[src/hw/rtl/bqbd_pkg.sv]
// ----------------------------------------------------------------------------
// bqbd_pkg
// Shared types and constants for the breakpoint quantizer with bound distances.
// ----------------------------------------------------------------------------
package bqbd_pkg;

  localparam int MAX_DIMS        = 16;
  localparam int DIM_W           = $clog2(MAX_DIMS);
  localparam int MAX_SYMBOL_BITS = 8;
  localparam int SYM_W           = MAX_SYMBOL_BITS;
  localparam int VALUE_BITS      = 24;
  localparam int ABITS_W         = 4;
  localparam int SLOTS_PER_DIM   = (1 << MAX_SYMBOL_BITS) - 1;
  localparam int ADDR_W          = DIM_W + SYM_W;
  localparam int RAM_DEPTH       = 1 << ADDR_W;
  localparam int GAP_W           = VALUE_BITS;
  localparam int SQ_W            = 2 * GAP_W;
  localparam int DIST_W          = 63;
  localparam int IDX_W           = SYM_W + 2;

  localparam logic [VALUE_BITS-1:0] VALUE_MAX = {1'b0, {(VALUE_BITS-1){1'b1}}};
  localparam logic [DIST_W-1:0]     DIST_MAX  = {DIST_W{1'b1}};
  localparam logic [ABITS_W-1:0]    ALPHA_RESET = ABITS_W'(MAX_SYMBOL_BITS);

  typedef enum logic [2:0] {
    OP_LOAD_BP  = 3'd0,
    OP_LOAD_LB  = 3'd1,
    OP_LOAD_UB  = 3'd2,
    OP_ENCODE   = 3'd3,
    OP_DISTANCE = 3'd4
  } opcode_t;

  typedef enum logic [3:0] {
    S_CLEAR, S_IDLE, S_EXEC, S_SRCH, S_SCMP, S_RD_LO, S_RD_HI,
    S_CAP_HI, S_MUL_L, S_MUL_U, S_ACC, S_OUT
  } state_t;

  typedef struct packed {
    logic [2:0]                   opcode;
    logic [DIM_W-1:0]             dim;
    logic [SYM_W-1:0]             slot;
    logic signed [VALUE_BITS-1:0] value;
    logic [SYM_W-1:0]             symbol;
    logic [3:0]                   symbol_bits;
    logic                         last;
  } item_t;

  typedef struct packed {
    logic              kind;
    logic [SYM_W-1:0]  code;
    logic [DIST_W-1:0] dist_lo;
    logic [DIST_W-1:0] dist_hi;
  } res_t;

  typedef struct packed {
    logic clr;
    logic capture;
    logic wr_bp;
    logic wr_bound;
    logic srch_init;
    logic srch_upd;
    logic rd_lo;
    logic rd_hi;
    logic cap_lo;
    logic cap_hi;
    logic mul_l;
    logic mul_u;
    logic acc;
    logic out_ld;
  } cmd_t;

  typedef struct packed {
    logic [2:0] opcode;
    logic       go;
    logic       last;
    logic       clr_last;
    logic       out_free;
  } status_t;

endpackage

[src/hw/rtl/bqbd_ctrl.sv]
// ----------------------------------------------------------------------------
// bqbd_ctrl
// Sequencer for table clearing, loads, binary search and distance steps.
// ----------------------------------------------------------------------------
module bqbd_ctrl
  import bqbd_pkg::*;
(
  input  logic    clk,
  input  logic    rst_n,
  input  logic    in_valid,
  output logic    in_ready,
  input  status_t st,
  output cmd_t    cmd
);

  state_t state_r, state_nxt;

  always_ff @(posedge clk) begin
    if (!rst_n) begin
      state_r <= S_CLEAR;
    end else begin
      state_r <= state_nxt;
    end
  end

  always_comb begin
    state_nxt = state_r;
    case (state_r)
      S_CLEAR:  if (st.clr_last) state_nxt = S_IDLE;
      S_IDLE:   if (in_valid) state_nxt = S_EXEC;
      S_EXEC: begin
        case (st.opcode)
          OP_ENCODE:   state_nxt = S_SRCH;
          OP_DISTANCE: state_nxt = S_RD_LO;
          default:     state_nxt = S_IDLE;
        endcase
      end
      S_SRCH:   state_nxt = st.go ? S_SCMP : S_OUT;
      S_SCMP:   state_nxt = S_SRCH;
      S_RD_LO:  state_nxt = S_RD_HI;
      S_RD_HI:  state_nxt = S_CAP_HI;
      S_CAP_HI: state_nxt = S_MUL_L;
      S_MUL_L:  state_nxt = S_MUL_U;
      S_MUL_U:  state_nxt = S_ACC;
      S_ACC:    state_nxt = st.last ? S_OUT : S_IDLE;
      S_OUT:    if (st.out_free) state_nxt = S_IDLE;
      default:  state_nxt = S_IDLE;
    endcase
  end

  always_comb begin
    cmd      = '0;
    in_ready = 1'b0;
    case (state_r)
      S_CLEAR: cmd.clr = 1'b1;
      S_IDLE: begin
        in_ready    = 1'b1;
        cmd.capture = in_valid;
      end
      S_EXEC: begin
        cmd.wr_bp     = (st.opcode == OP_LOAD_BP);
        cmd.wr_bound  = st.opcode inside {OP_LOAD_LB, OP_LOAD_UB};
        cmd.srch_init = (st.opcode == OP_ENCODE);
      end
      S_SCMP:   cmd.srch_upd = 1'b1;
      S_RD_LO:  cmd.rd_lo = 1'b1;
      S_RD_HI: begin
        cmd.cap_lo = 1'b1;
        cmd.rd_hi  = 1'b1;
      end
      S_CAP_HI: cmd.cap_hi = 1'b1;
      S_MUL_L:  cmd.mul_l = 1'b1;
      S_MUL_U:  cmd.mul_u = 1'b1;
      S_ACC:    cmd.acc = 1'b1;
      S_OUT:    cmd.out_ld = st.out_free;
      default:  cmd = '0;
    endcase
  end

endmodule

[config.mk]
export PLATFORM = sky130hd
export DESIGN_NAME = bqbd_ctrl
export DESIGN_NICKNAME = d
export VERILOG_FILES = /design/src/hw/rtl/bqbd_pkg.sv /design/src/hw/rtl/bqbd_ctrl.sv
export SDC_FILE = /design/constraint.sdc
export NUM_CORES = 1
export LEC_CHECK = 0
export BUFFER_PORTS_ARGS = -buffer_cell sky130_fd_sc_hd__buf_2
export CORE_AREA = 2 2 39 41
export CTS_BUF_LIST = sky130_fd_sc_hd__clkbuf_4 sky130_fd_sc_hd__clkbuf_8
export DETAILED_ROUTE_END_ITERATION = 7
export DIE_AREA = 0 0 41 43
export HOLD_SLACK_MARGIN = 0.05
export PLACE_DENSITY = 0.68
export SYNTH_ARGS = -nofsm -noshare
export SYNTH_HDL_FRONTEND = slang
export SYNTH_SLANG_ARGS = --single-unit
[constraint.sdc]
create_clock -name clk -period 1.95 [get_ports clk]
set_clock_uncertainty 0.1 [all_clocks]
set_input_delay 0.39 -clock clk [delete_from_list [all_inputs] [get_ports clk]]
set_output_delay 0.39 -clock clk [all_outputs]
set_load 0.01 [all_outputs]
==> impl_results.md <==
- Synth Cell Area: between 400 and 500 µm²
- Syn Inst Count: 69
- Maximum vdd drop: 0.320 mV
- H-tree Lvls: 1
- Clk Latency, worst-skew pair: 0.23 ns
- GRT Total Usage: 14.3%
- Status: finished clean
- Setup CP Type: reg2out
- Critical Path RT: 1.46 ns
- Antenna fix cells: 0
- Placer Congestion: ~0.84
- # port buffers: 24
- Largest net degree at the start of global routing: 16
- Most frequent cell after synthesis: nor2_1
- Area growth syn-to-layout: 38.3%
- Syn avg cell area: 6.73 µm²
- Post-synth top cells: nor2_1 (10), nor3_1 (7), nand2b_1 (6)
- Fin. max-slew vios: 0
- Largest registers: state_r x4
- Synthesized flop and latch total: 4
- Global-route wire length before repair: ~1800 µm
- Fillers: 153
- Tightest Pin Transition: 0.308 ns
- Gr ovfl total: 0
- Die area: 0.00176 mm²
- WL final: 1180 µm
- Final Hold Viols: 0
- CTS tree: built
- Fin nets: 108
- Die Height: between 40 and 50 µm
- Largest Register: state_r
- CTS buffer count: 3
- Pleak: ~0.0003 µW
- DP HPWL: 913 µm
- Flop-to-flop setup slack: approximately 0.50 ns
- Area leader, netlist: dfxtp_1
- Main flop type after synthesis: dfxtp_1
- Critical Path Fanout Max: 4
- Critical Path End: cmd[11]
- Final setup fails: 0
- Drt drc: 0
- Placed Cells incl. Taps: 107
- Top cells by area, synth: dfxtp_1 (17%), nand2b_1 (8.1%), nor2_1 (8.1%)
- Number of detailed-route iterations in the first pass: 4
- Core area: 0.00138 mm²
- Initial antenna violation count: 0
- RSZ-0062 raised after global routing: false
- Cell variety after synth: 30
- WP data arrival: between 1 and 1.5 ns
- Synth Net Count: 79
- Min cycle time layout: 1.89 ns
- Clock Path Buffers: 2
- Worst setup EP type: primary output
- FF-to-FF path depth: 5
- Die Wd: 41 µm
- Cell Count, Final, Fillers Out: ~110
- R2r endpoint: state_r[1]
- Crit share post-route: 96.9%
- Layout cells sized above 1: 40.6%
- Number of synthesized flops with an enable pin: 0
- Final core utilization: 46.4%
- Clock net sink count: 4
- Maxcap violations: 0
- Post-DR wirelength/cell: 10.5 µm
- Antenna-violating nets left: 0
- Slew headroom: 79.3%
- Vias in the first global route: roughly 440
- CP Launch Type: flip-flop
- Starting Density: 33.5%
- Root buffer cell: clkbuf_4
- Setup TNS: 0 ns
- Max FFs per register: 4
- Async set-or-reset flop fraction in the synthesized netlist: 0%
- Sequential element share of the synthesized area: between 10% and 20%
- Share of the synthesized area in the top cell type: 17.3%
- Fmax: about 530 MHz
- Synth warn: 0
- I/O pins: 25
- Launch point of the worst reg-to-reg path: state_r[3]
- HP Class: in2reg
- Hold buffers post-CTS: 0
- Row count: 14
- Pwr/cell area: 519 mW/mm²
- First DRT Iteration DRCs: 14
- DR vias/cell: 4.93
- Worst-path clk slew: 0.03 ns
- Vias: 552
- Crit path launch: state_r[3]
final cells by class:
cell class | instances | area [µm²] | area share, %
inverters | 2 | 7.51 | 1.17
repair buffers | 30 | 165 | 25.7
well taps | 16 | 20.0 | 3.12
clock buffers | 3 | 22.5 | 3.51
flip-flops and latches | 4 | 83.8 | 13.1
multi-input cells | 57 | 343 | 53.4
report_power, final:
group	total [µW]	switching [µW]	internal, µW	leakage, µW
Sequential	91.5	3.44	88.1	0.0000336
Clock	98.5	30.0	68.6	0.0000138
Combinational	143	78.0	65.1	0.000257
Total	333	111	222	0.000304
per-stage QoR:
step	hold WS, ns	area (µm²)	total power [µW]	setup WS (ns)
2_1_floorplan	0.408	464	187	0.175
3_3_place_gp	0.557	591	230	0.238
3_5_place_dp	0.565	591	231	0.215
4_1_cts	0.318	614	336	0.00279
5_1_grt	0.327	642	361	0.0107
6_report	0.326	642	333	0.0604
cell usage in the layout (no fill, tap or decap):
| master | count |
|---|---|
| inv_1 | 2 |
| nand2_1 | 5 |
| nor2_2 | 1 |
| and3_1 | 1 |
| dfxtp_1 | 3 |
| buf_2 | 24 |
| a31oi_1 | 1 |
| a2bb2oi_1 | 1 |
| or3_4 | 1 |
| o21ai_0 | 3 |
| o21a_1 | 2 |
| or3_1 | 1 |
| nor2b_1 | 1 |
| a311oi_1 | 1 |
| nor2_1 | 9 |
| mux2i_1 | 1 |
| xnor2_1 | 1 |
| buf_4 | 6 |
| nor3_2 | 2 |
| clkbuf_4 | 3 |
| o32a_1 | 1 |
| nor3_1 | 7 |
| dfxtp_4 | 1 |
| and2_1 | 2 |
| nand2b_1 | 6 |
| o211ai_1 | 1 |
| a21oi_1 | 4 |
| or2_4 | 1 |
| o21ai_1 | 1 |
| a21o_1 | 1 |
| a211oi_1 | 1 |
| o311a_1 | 1 |
worst min-delay path by stage:
stage	start	endpoint	slack [ns]	cells after the start
final	rst_n	state_r[3]	0.33	2
after global routing	rst_n	state_r[3]	0.33	2
after CTS	rst_n	state_r[2]	0.32	2
after detailed placement	rst_n	state_r[2]	0.56	2
after global placement	rst_n	state_r[2]	0.56	2
after floorplan	rst_n	state_r[3]	0.41	1
routing by layer:
metal | GRT usage [%] | share of wire [%] | vias to the layer above | wire [µm]
li1 | - | - | 298 | -
met3 | 3.66 | 4.5 | 0 | 53
met5 | 0 | 0 | - | 0
met1 | 21.5 | 53 | 242 | 626
met4 | 8.00 | 0 | 0 | 0
met2 | 17.8 | 42 | 12 | 497
cell families (layout without fill, tap and decap cells):
group / after synthesis / after routing / synth area share, %
mux: 1 / 1 / 2.16
flops: 4 / 4 / 17.3
simple gates: 37 / 37 / 41.5
buf+inv: 8 / 35 / 11.1
xor+xnor: 1 / 1 / 1.89
compound gates: 18 / 18 / 26.1
timing repair:
item	in CTS	in global routing
resized for setup	1	4
pin swaps	0	0
endpoints found under the setup margin	2	2
setup buffers	0	2
critical path, cell delays in order (launching register included):
cell     delay [ns]
dfxtp_4        0.34
or2_4          0.25
or3_4          0.34
nor3_2         0.09
buf_2          0.14
No activity file was read; power rests on OpenSTA's default activity.
